[src/hw/rtl/pcld_pkg.sv]
// ---------------------------------------------------------------------------
// Prefix-code letter decoder package
// Shared widths, word types and the code-to-letter mapping.
// ---------------------------------------------------------------------------
package pcld_pkg;

	localparam int COUNT_BITS = 16;
	localparam int CFG_BITS   = 16;
	localparam int BUF_BITS   = 13;
	localparam int HELD_BITS  = 4;

	localparam logic [HELD_BITS-1:0] HELD_MAX    = HELD_BITS'(BUF_BITS);
	localparam logic [6:0]           LETTER_BASE = 7'd97;

	typedef struct packed {
		logic [7:0] in_byte;
		logic       start_req;
	} pcld_in_t;

	typedef struct packed {
		logic [6:0] letter;
		logic       bad_code;
		logic       last_of_byte;
		logic       last_of_message;
	} pcld_out_t;

	// Letter offset of the first code in each group: 2^(g+1) - 2.
	function automatic logic [3:0] pcld_group_base(input logic [1:0] g);
		logic [3:0] base;
		unique case (g)
			2'd0: base = 4'd0;
			2'd1: base = 4'd2;
			2'd2: base = 4'd6;
			default: base = 4'd14;
		endcase
		return base;
	endfunction

	// Mask of the g+1 index bits.
	function automatic logic [3:0] pcld_index_mask(input logic [1:0] g);
		logic [3:0] mask;
		unique case (g)
			2'd0: mask = 4'b0001;
			2'd1: mask = 4'b0011;
			2'd2: mask = 4'b0111;
			default: mask = 4'b1111;
		endcase
		return mask;
	endfunction

endpackage

[src/hw/rtl/prefix_code_letter_decoder_core.sv]
// ---------------------------------------------------------------------------
// Prefix-code letter decoder core
// Turns a stream of ciphertext bytes into letters of a small prefix code.
// ---------------------------------------------------------------------------
// Each input word carries one ciphertext byte, read least significant bit
// first, and a start flag that opens a new message before the byte is used.
// A code is a two-bit group g followed by g+1 index bits; it decodes to the
// letter 'a' + 2^(g+1) - 2 + index, so group 3 indices twelve to fifteen give
// codes above 'z', which are passed on with bad_code set. Bits that do not
// complete a code are held over to the next byte, and one byte gives from
// none to four letters, each as an output word of its own; last_of_byte marks
// the final letter of a byte and last_of_message the letter that reaches the
// configured count, after which bytes give no letters until the next start.
// Timing: a byte is taken while the unpacker is idle and its letters are then
// produced by the unpacker's shift register at one letter a cycle, as long as
// out_ready does not hold the output off; the input is ready again only once
// the byte's last letter is handed over, or once the unpacker finds no whole
// code in a byte that yields none. A finished result sits in the output register
// while the unpacker carries on. The character count register is written
// through the configuration channel, which is always ready; it may only be
// changed while the block is idle.
// ---------------------------------------------------------------------------
module prefix_code_letter_decoder_core import pcld_pkg::*; (
	input  logic                clk,
	input  logic                arst_n,
	input  logic                in_valid,
	output logic                in_ready,
	input  pcld_in_t            in_data,
	output logic                out_valid,
	input  logic                out_ready,
	output pcld_out_t           out_data,
	input  logic                cfg_valid,
	output logic                cfg_ready,
	input  logic [CFG_BITS-1:0] cfg_data
);

	// Number of letters in one message.
	logic [CFG_BITS-1:0] char_count_q;

	// Handshake between the unpacker and the output register.
	logic      res_valid;
	logic      res_ready;
	pcld_out_t res_data;

	// Output register: one word, refilled in the cycle it is taken.
	logic      out_valid_q;
	pcld_out_t out_data_q;

	assign cfg_ready = 1'b1;

	always_ff @(posedge clk or negedge arst_n) begin
		if (!arst_n) begin
			char_count_q <= '0;
		end else if (cfg_valid) begin
			char_count_q <= cfg_data;
		end
	end

	pcld_unpack u_unpack (
		.clk        (clk),
		.arst_n     (arst_n),
		.in_valid   (in_valid),
		.in_ready   (in_ready),
		.in_data    (in_data),
		.char_count (char_count_q),
		.res_valid  (res_valid),
		.res_ready  (res_ready),
		.res_data   (res_data)
	);

	// The unpacker may hand over a new letter whenever the register is empty
	// or its current word leaves in this cycle.
	assign res_ready = !out_valid_q || out_ready;

	always_ff @(posedge clk or negedge arst_n) begin
		if (!arst_n) begin
			out_valid_q <= 1'b0;
		end else if (res_ready) begin
			out_valid_q <= res_valid;
		end
	end

	// Payload needs no reset: it is only looked at while out_valid is high.
	always_ff @(posedge clk) begin
		if (res_ready && res_valid) begin
			out_data_q <= res_data;
		end
	end

	assign out_valid = out_valid_q;
	assign out_data  = out_data_q;

endmodule

[src/hw/rtl/pcld_unpack.sv]
// ---------------------------------------------------------------------------
// Prefix-code letter decoder bit unpacker
// Holds the pending bits as a shift register and peels off one code a cycle while the output takes it.
// ---------------------------------------------------------------------------
module pcld_unpack import pcld_pkg::*; (
	input  logic            clk,
	input  logic            arst_n,
	input  logic            in_valid,
	output logic            in_ready,
	input  pcld_in_t        in_data,
	input  logic [CFG_BITS-1:0] char_count,
	output logic            res_valid,
	input  logic            res_ready,
	output pcld_out_t       res_data
);

	typedef enum logic {ST_IDLE, ST_DECODE} state_t;

	state_t                 state_q;
	logic [BUF_BITS-1:0]    buf_q;
	logic [HELD_BITS-1:0]   held_q;
	logic [COUNT_BITS-1:0]  done_q;
	logic                   fin_q;
	logic [1:0]             n_q;

	logic [COUNT_BITS-1:0]  target;
	logic [BUF_BITS-1:0]    eff_buf;
	logic [HELD_BITS-1:0]   eff_held;
	logic [COUNT_BITS-1:0]  eff_done;
	logic                   eff_fin;
	logic [BUF_BITS-1:0]    ld_wide;
	logic [BUF_BITS-1:0]    ld_buf;
	logic [HELD_BITS:0]     ld_sum;
	logic [HELD_BITS-1:0]   ld_held;

	logic [1:0]             grp;
	logic [HELD_BITS-1:0]   code_len;
	logic                   code_ok;
	logic [3:0]             idx;
	logic [BUF_BITS-1:0]    nxt_buf;
	logic [HELD_BITS-1:0]   nxt_held;
	logic                   nxt_ok;
	logic [COUNT_BITS-1:0]  done_inc;
	logic                   last_msg;
	logic                   last_byte;

	always_comb begin
		target   = COUNT_BITS'(char_count);
		eff_buf  = in_data.start_req ? '0 : buf_q;
		eff_held = in_data.start_req ? '0 : held_q;
		eff_done = in_data.start_req ? '0 : done_q;
		eff_fin  = in_data.start_req ? 1'b0 : fin_q;
		ld_wide  = BUF_BITS'(in_data.in_byte) << eff_held;
		ld_buf   = eff_buf | ld_wide;
		ld_sum   = (HELD_BITS+1)'(eff_held) + (HELD_BITS+1)'(8);
		ld_held  = (ld_sum > (HELD_BITS+1)'(HELD_MAX)) ? HELD_MAX : ld_sum[HELD_BITS-1:0];

		grp      = buf_q[1:0];
		code_len = HELD_BITS'(grp) + HELD_BITS'(3);
		code_ok  = held_q >= code_len;
		idx      = buf_q[5:2] & pcld_index_mask(grp);
		nxt_buf  = buf_q >> code_len;
		nxt_held = held_q - code_len;
		nxt_ok   = nxt_held >= (HELD_BITS'(nxt_buf[1:0]) + HELD_BITS'(3));
		done_inc = done_q + COUNT_BITS'(1);
		last_msg = done_inc == target;
		last_byte = !nxt_ok || (n_q == 2'd3) || last_msg;

		in_ready  = state_q == ST_IDLE;
		res_valid = (state_q == ST_DECODE) && code_ok;
		res_data.letter          = LETTER_BASE + 7'(pcld_group_base(grp)) + 7'(idx);
		res_data.bad_code        = (grp == 2'd3) && (idx > 4'd11);
		res_data.last_of_byte    = last_byte;
		res_data.last_of_message = last_msg;
	end

	always_ff @(posedge clk or negedge arst_n) begin
		if (!arst_n) begin
			state_q <= ST_IDLE;
			buf_q   <= '0;
			held_q  <= '0;
			done_q  <= '0;
			fin_q   <= 1'b0;
			n_q     <= '0;
		end else begin
			unique case (state_q)
				ST_IDLE: begin
					if (in_valid) begin
						if (eff_fin) begin
							buf_q  <= eff_buf;
							held_q <= eff_held;
							done_q <= eff_done;
							fin_q  <= eff_fin;
						end else if (eff_done >= target) begin
							buf_q  <= '0;
							held_q <= '0;
							done_q <= eff_done;
							fin_q  <= 1'b1;
						end else begin
							buf_q   <= ld_buf;
							held_q  <= ld_held;
							done_q  <= eff_done;
							fin_q   <= 1'b0;
							n_q     <= '0;
							state_q <= ST_DECODE;
						end
					end
				end
				ST_DECODE: begin
					if (!code_ok) begin
						state_q <= ST_IDLE;
					end else if (res_ready) begin
						buf_q  <= nxt_buf;
						held_q <= nxt_held;
						done_q <= done_inc;
						n_q    <= n_q + 2'd1;
						if (last_msg) begin
							fin_q  <= 1'b1;
							buf_q  <= '0;
							held_q <= '0;
						end
						if (last_byte) begin
							state_q <= ST_IDLE;
						end
					end
				end
				default: state_q <= ST_IDLE;
			endcase
		end
	end

	// The pending count never exceeds the buffer width.
	a_held_bound: assert property (@(posedge clk) disable iff (!arst_n)
		held_q <= HELD_MAX)
		else $error("pending bit count beyond buffer width");

	// A letter is only offered when at least a shortest code is pending.
	a_code_bits: assert property (@(posedge clk) disable iff (!arst_n)
		res_valid |-> held_q >= HELD_BITS'(3))
		else $error("letter offered without enough pending bits");

	// A finished message holds no pending bits while waiting for a byte.
	a_fin_empty: assert property (@(posedge clk) disable iff (!arst_n)
		(fin_q && state_q == ST_IDLE) |-> held_q == '0)
		else $error("finished message still holds bits");

	// The closing letter of a message returns the unpacker to idle, finished.
	a_msg_close: assert property (@(posedge clk) disable iff (!arst_n)
		(res_valid && res_ready && last_msg) |=> (fin_q && state_q == ST_IDLE))
		else $error("message did not close after its last letter");

endmodule

[config.mk]
export PLATFORM = sky130hd
export DESIGN_NAME = prefix_code_letter_decoder_core
export DESIGN_NICKNAME = d
export VERILOG_FILES = /design/src/hw/rtl/pcld_pkg.sv /design/src/hw/rtl/prefix_code_letter_decoder_core.sv /design/src/hw/rtl/pcld_unpack.sv
export SDC_FILE = /design/constraint.sdc
export NUM_CORES = 1
export LEC_CHECK = 0
export BUFFER_PORTS_ARGS = -buffer_cell sky130_fd_sc_hd__buf_2
export CORE_AREA = 4 4 96 135
export DETAILED_ROUTE_END_ITERATION = 10
export DIE_AREA = 0 0 100 139
export PLACE_DENSITY = 0.66
export SYNTH_ARGS = -nofsm -noshare
export SYNTH_HDL_FRONTEND = slang
export SYNTH_SLANG_ARGS = --single-unit
export TNS_END_PERCENT = 5
[constraint.sdc]
create_clock -name clk -period 4.05 [get_ports clk]
set_input_delay 0.405 -clock clk [delete_from_list [all_inputs] [get_ports clk]]
set_output_delay 0.405 -clock clk [all_outputs]
set_load 0.1 [all_outputs]
**Yosys cells after proc, flatten, opt, wreduce, memory -nomap -nowiden**

Index checks and enable logic that the tools add are counted.
W data, S select, Z words.

- Shifts and indexed selects: 2
- Reduce and logical (&&, ||, !) cells: 12
- Add/subtract/negate cells: 8
- Equal/unequal tests: 11
- Bitwise logic cells: 3
- Magnitude comparators: 5
- Multiplexer cells: 45

Operators with widths:

| operator | count |
|---|---|
| $mux W13 | 7 |
| $mux W16 | 4 |
| $mux W4 | 8 |
| $pmux W16 S2 | 1 |
| $pmux W13 S2 | 1 |
| $pmux W4 S3 | 2 |
| $add A16 B1 Y16 const B | 1 |
| $eq A16 B16 Y1 | 1 |
| $ge A16 B16 Y1 | 1 |
| $mux W1 | 13 |
| $or A13 B13 Y13 | 1 |
| $shl A8 B4 Y13 | 1 |
| $shr A13 B4 Y13 | 1 |
| $ne A2 B2 Y1 const B | 6 |
| $mux W2 | 5 |
| $ge A4 B4 Y1 | 2 |
| $pmux W4 S2 | 1 |
| $add A6 B5 Y7 const A | 1 |
| $add A7 B4 Y7 | 1 |
| $add A2 B2 Y3 const B | 2 |
| $eq A2 B2 Y1 const B | 3 |
| $add A4 B4 Y5 const B | 1 |
| $gt A5 B4 Y1 const B | 1 |
| $reduce_and A5 Y1 | 1 |
| 14 further kinds | 20 |

- Logic and storage cells: 98
- Flip-flop bits (word level): 64
- Input port bits: 30
- Output and inout port bits: 13

**Longest topological paths before layout**

- Depth after elaboration: 11
- Depth in mapped cells: 13
- Gate-level depth less buffers: 11

**Modules after synthesis**

From an unflattened synthesis, not the netlist that was laid out.

- Cell total of the unflattened synthesis: 547
- Area, all modules: 4825.9 um^2

By module, submodules not included:

| module | cells each | times used | area each (um^2) |
|---|---|---|---|
| pcld_unpack | 497 | 1 | 3821.2 |
| prefix_code_letter_decoder_core | 50 | 1 | 1004.7 |

**Least setup slack after synthesis**

No wires, ideal clock.

- Path type: reg-to-reg
- Start: reg u_unpack.buf_q[1]
- End: reg u_unpack.buf_q[4]
- Data arrival time: 3.176 ns
- Stages on the path, launching flop included: 14
- Period minus slack after synthesis: 3.257 ns
- Slack: 0.793 ns
- Cells stage by stage: dfrtp_1 > clkbuf_1 > inv_1 > ha_1 > inv_1 > fa_1 > a21bo_2 > a211o_1 > nand3_2 > inv_1 > clkbuf_1 > o21ai_2 > buf_6 > o211ai_2

- Word-level cells in the longest chain between the ends: 6
- Elaborated cells on any way between the ends: 9
- Those cells by class: add/sub (1); order compare (1); eq/ne (1); shift (1); mux (4); reduce/logical (1)

Ends and longest elaborated chain:

| element | line | source |
|---|---|---|
| start, declared | pcld_unpack.sv:20 | `logic [BUF_BITS-1:0] buf_q;` |
| start signal, assigned | pcld_unpack.sv:90 | `buf_q <= eff_buf;` |
| start signal, assigned | pcld_unpack.sv:100 | `buf_q <= ld_buf;` |
| start signal, assigned | pcld_unpack.sv:113 | `buf_q <= nxt_buf;` |
| $add A2 B2 Y3 | pcld_unpack.sv:59 | `code_len = HELD_BITS'(grp) + HELD_BITS'(3);` |
| $shr A13 B4 Y13 | pcld_unpack.sv:62 | `nxt_buf = buf_q >> code_len;` |
| $mux W13 | pcld_unpack.sv:117 | `if (last_msg) begin` |
| $mux W13 | pcld_unpack.sv:112 | `end else if (res_ready) begin` |
| $mux W13 | pcld_unpack.sv:110 | `if (!code_ok) begin` |
| $pmux W13 S2 | pcld_unpack.sv:86 | `unique case (state_q)` |

Parallel ways exist; a longest one is shown, timed or not. The select of a mux whose other input is x is not followed.
A chain may end at the register's enable or synchronous reset.

**Worst setup path in the final report**

- Start: reg u_unpack.buf_q[0]
- End: reg u_unpack.done_q[15]

- Word-level cells in the longest chain between the ends: 4

Ends and longest elaborated chain:

| element | line | source |
|---|---|---|
| $add A2 B2 Y3 | pcld_unpack.sv:59 |  |
| $ge A4 B4 Y1 | pcld_unpack.sv:60 | `code_ok = held_q >= code_len;` |
| $ne A2 B2 Y1 (no source line) | -- |  |
| $reduce_and A3 Y1 (no source line) | -- |  |
| end signal, assigned | pcld_unpack.sv:92 | `done_q <= eff_done;` |
| end signal, assigned | pcld_unpack.sv:97 | `done_q <= eff_done;` |
| end signal, assigned | pcld_unpack.sv:102 | `done_q <= eff_done;` |
| end, declared | pcld_unpack.sv:22 | `logic [COUNT_BITS-1:0] done_q;` |

No other way between the ends.

==> reports/results.ini <==
[outcome]
status=completed

[power]
p_seq_share_pct=28.4
p_leak_nw=2.355
p_comb_share_pct=50.4
power_density_nw_per_um2=717.0
p_switching_mw=1.747
p_sw_share_pct=46.90
clkPwrFrac_pct=21.2
ir_drop_v=0.0002674
p_int_mw=1.977

[critical_path]
worstReg2RegStart=u_unpack.buf_q[0]
r2r_cells=12
end_kind=flip-flop
timing.rr.end=u_unpack.done_q[15]
crit_chain=clkinv_1, ha_1, inv_1, fa_1, a21bo_2, a211o_1, nand3_2, buf_4, nor3_1, nand3_1, xor2_1, a21oi_1
crit_arrival_ns=3.59
cp_max_fo=16
slowest_stage=dfrtp_1
reg2reg_slack_ns=0.64
worst-path-buf-inv=3
crit_type=flip-flop to flip-flop
startpoint_type=flip-flop
slowest_delay_ns=0.56
crit_required_ns=4.23
cpLargestDelayFamily=adder cells

[clock_network]
ctsHoldBuffers=0
cts_setup_buffers=0
cts_max_path_buffers=2
cts_root_buf=clkbuf_16
ctsHtreeMaxLevel=3
cts_tree=built
clock_latency_ns=0.33
cts_sinks=62
post_cts_resized=0
clk_pin_slew_ns=0.05
numCtsBuffers=9

[sta]
drv_slew=0
tns_ns=0
rsz0062_at_grt=no
timing.final.crit_share_pct=84.09
slew_headroom_pct=50.31
setup_viol=0
tightestPinTransition_ns=0.7452
finalHoldViolCount=0
fmax_ghz=0.2936
clock_skew_ns=0.003266
fin_crit_ns=3.406

[logic_synthesis]
yosysTopAreaCell=dfrtp_1
synth_top_area_share_pct=29.22
synth_ff_type=dfrtp_1
ys_ff_latch=62
synthDistinctLibCells=62
ys_seq_area_share_pct=34.42
synth_edf_count=8
syn_area_per_cell_um2=8.709
synthCells=531
synth_area_leaders=dfrtp_1 (29%), ha_1 (7.8%), o21ai_0 (5.2%)
async_flop_share_pct=87.10
netlist_area_um2=4624
synth.yosys.warnings=0

[drt]
wl_per_cell_um=16.32
drc=0
routed_via_density=5.585
ant_nets=0
vias=3965
drt_pass1_iterations=6
wl_um=11590
first_iter_violations=191

[cells_and_area]
final_common_cell=nand2_1
mostFrequentLayoutCells=nand2_1 (55), dfrtp_1 (54), o21ai_0 (48)
drive_above_1_share_pct=14.03
syn_to_final_growth_pct=12.31
diodes=0
finalNetCount=618
stdcell_count=710
n_fill_cell=1142

[global_route]
grt.busiest_layer=met2
use_met3_pct=3.674
grt_pass1_vias=3916
grt_use_met2_pct=30.71
use_met1_pct=19.70
gr-usage-all-layers_pct=17.42
grt_pass1_wl_um=19310
antenna_found_initial=0
grt_overflow=0
grt_max_degree=55

[worst_hold_path]
hp-class=primary input to asynchronous set/reset pin

[placed_design]
dpl.hpwl_um=8717
dp.cells=694
gp_congestion=0.8861
port_buffers=39

[die]
io_pins=43
fp.dieH_um=139
dieArea_um2=13900
rows=47
fp.coreArea_um2=11700
die_w_um=100
floorplan.initialDensity_pct=39.52

[flow_run]
maxCapViolCount=0

-- power by group through the flow --
stage,sequential [mW],combinational [mW],clock [mW]
after global placement,1.06,1.84,0
after CTS,1.05,1.89,0.808
after detailed placement,1.06,1.88,0
after global routing,1.08,2.07,0.839
after floorplan,1.25,1.26,0
final,1.06,1.88,0.791
-- how the worst max path moves through the flow --
| stage | slack [ns] | endpoint | cells after the start | start |
|---|---|---|---|---|
| 2_1_floorplan | 0.79 | u_unpack.buf_q[4] | 13 | u_unpack.buf_q[1] |
| 3_3_place_gp | 0.75 | u_unpack.state_q | 11 | u_unpack.buf_q[0] |
| 3_5_place_dp | 0.69 | u_unpack.done_q[15] | 12 | u_unpack.buf_q[0] |
| 4_1_cts | 0.68 | u_unpack.state_q | 11 | u_unpack.buf_q[0] |
| 5_1_grt | 0.39 | u_unpack.done_q[11] | 12 | u_unpack.buf_q[0] |
| 6_report | 0.64 | u_unpack.done_q[15] | 12 | u_unpack.buf_q[0] |
-- state kept, by name (all words and copies together) (netlist names) --
| name | count |
|---|---|
| u_unpack.buf_q | 13 |
| out_valid | 1 |
| u_unpack.held_q | 4 |
| u_unpack.done_q | 16 |
| out_data | 8 |
| u_unpack.state_q | 1 |
| char_count_q | 16 |
| u_unpack.n_q | 2 |
| u_unpack.fin_q | 1 |
-- synthesized netlist by cell type (3+ instances only) --
cell type	count
a21o_1	8
a21oi_1	27
mux2i_1	16
a211o_1	3
o21ai_1	7
buf_4	6
xnor2_1	12
nor2b_1	17
nand2_1	55
o31ai_1	6
and2_1	4
a31oi_1	6
inv_1	34
o21ai_0	48
a21boi_0	3
edfxtp_1	8
nand4_1	5
mux2_2	5
dfrtp_1	54
nor3_1	8
a22oi_1	5
clkbuf_1	14
and3_1	8
ha_1	29
mux4_2	3
o211ai_2	3
buf_2	8
and4_1	5
o211ai_1	8
nor2_1	29
nand2b_1	6
o22ai_1	3
a211oi_1	3
o221ai_1	3
nand3_1	26
xor2_1	12
nand3b_1	4
-- worst register-to-register path, stage by stage, from the launching register on --
cell and delay (ns):
dfrtp_1 0.56, clkinv_1 0.35, ha_1 0.40, inv_1 0.06, fa_1 0.42, a21bo_2 0.21
a211o_1 0.15, nand3_2 0.08, buf_4 0.21, nor3_1 0.45, nand3_1 0.17, xor2_1 0.15
a21oi_1 0.05
-- metrics by stage --
step                cell area, um2  hold WS [ns]  util, %  setup WS, ns  total power [mW]
floorplan                     4632        0.1094        -        0.7933             2.504
global placement              4892        0.4962    41.80        0.7455             2.901
detailed placement            4892        0.5084    41.80        0.6883             2.947
CTS                           5194        0.2353    44.38        0.6847             3.754
global route                  5194        0.2812    44.38        0.3851             3.993
finish                        5194        0.2054    44.38        0.6442             3.724
-- logic make-up after synthesis --
family | after synthesis | synth area share, %
mux | 24 | 6.142
fa+ha+maj | 30 | 8.279
other cells | 1 | 0.08109
xor+xnor | 24 | 4.545
buf+inv | 64 | 6.060
compound gates | 146 | 19.86
flops | 62 | 34.42
simple gates | 180 | 20.62
-- cell type report --
type	instances	area [um2]	area share, %
timing repair buffer	43	225.2	4.336
clock inverter	4	45.04	0.8673
inverter	35	131.4	2.530
tap	147	183.9	3.541
multi-input combinational	407	2760	53.14
sequential	62	1592	30.64
clock buffer	12	256.5	4.939
-- layer usage --
layer  wire length, um  part of all wire (%)
met5                 0                     0
met4               420                   3.6
met3               479                   4.1
met2              6181                    53
met1              4507                    39
No activity file was read; power rests on OpenSTA's default activity.
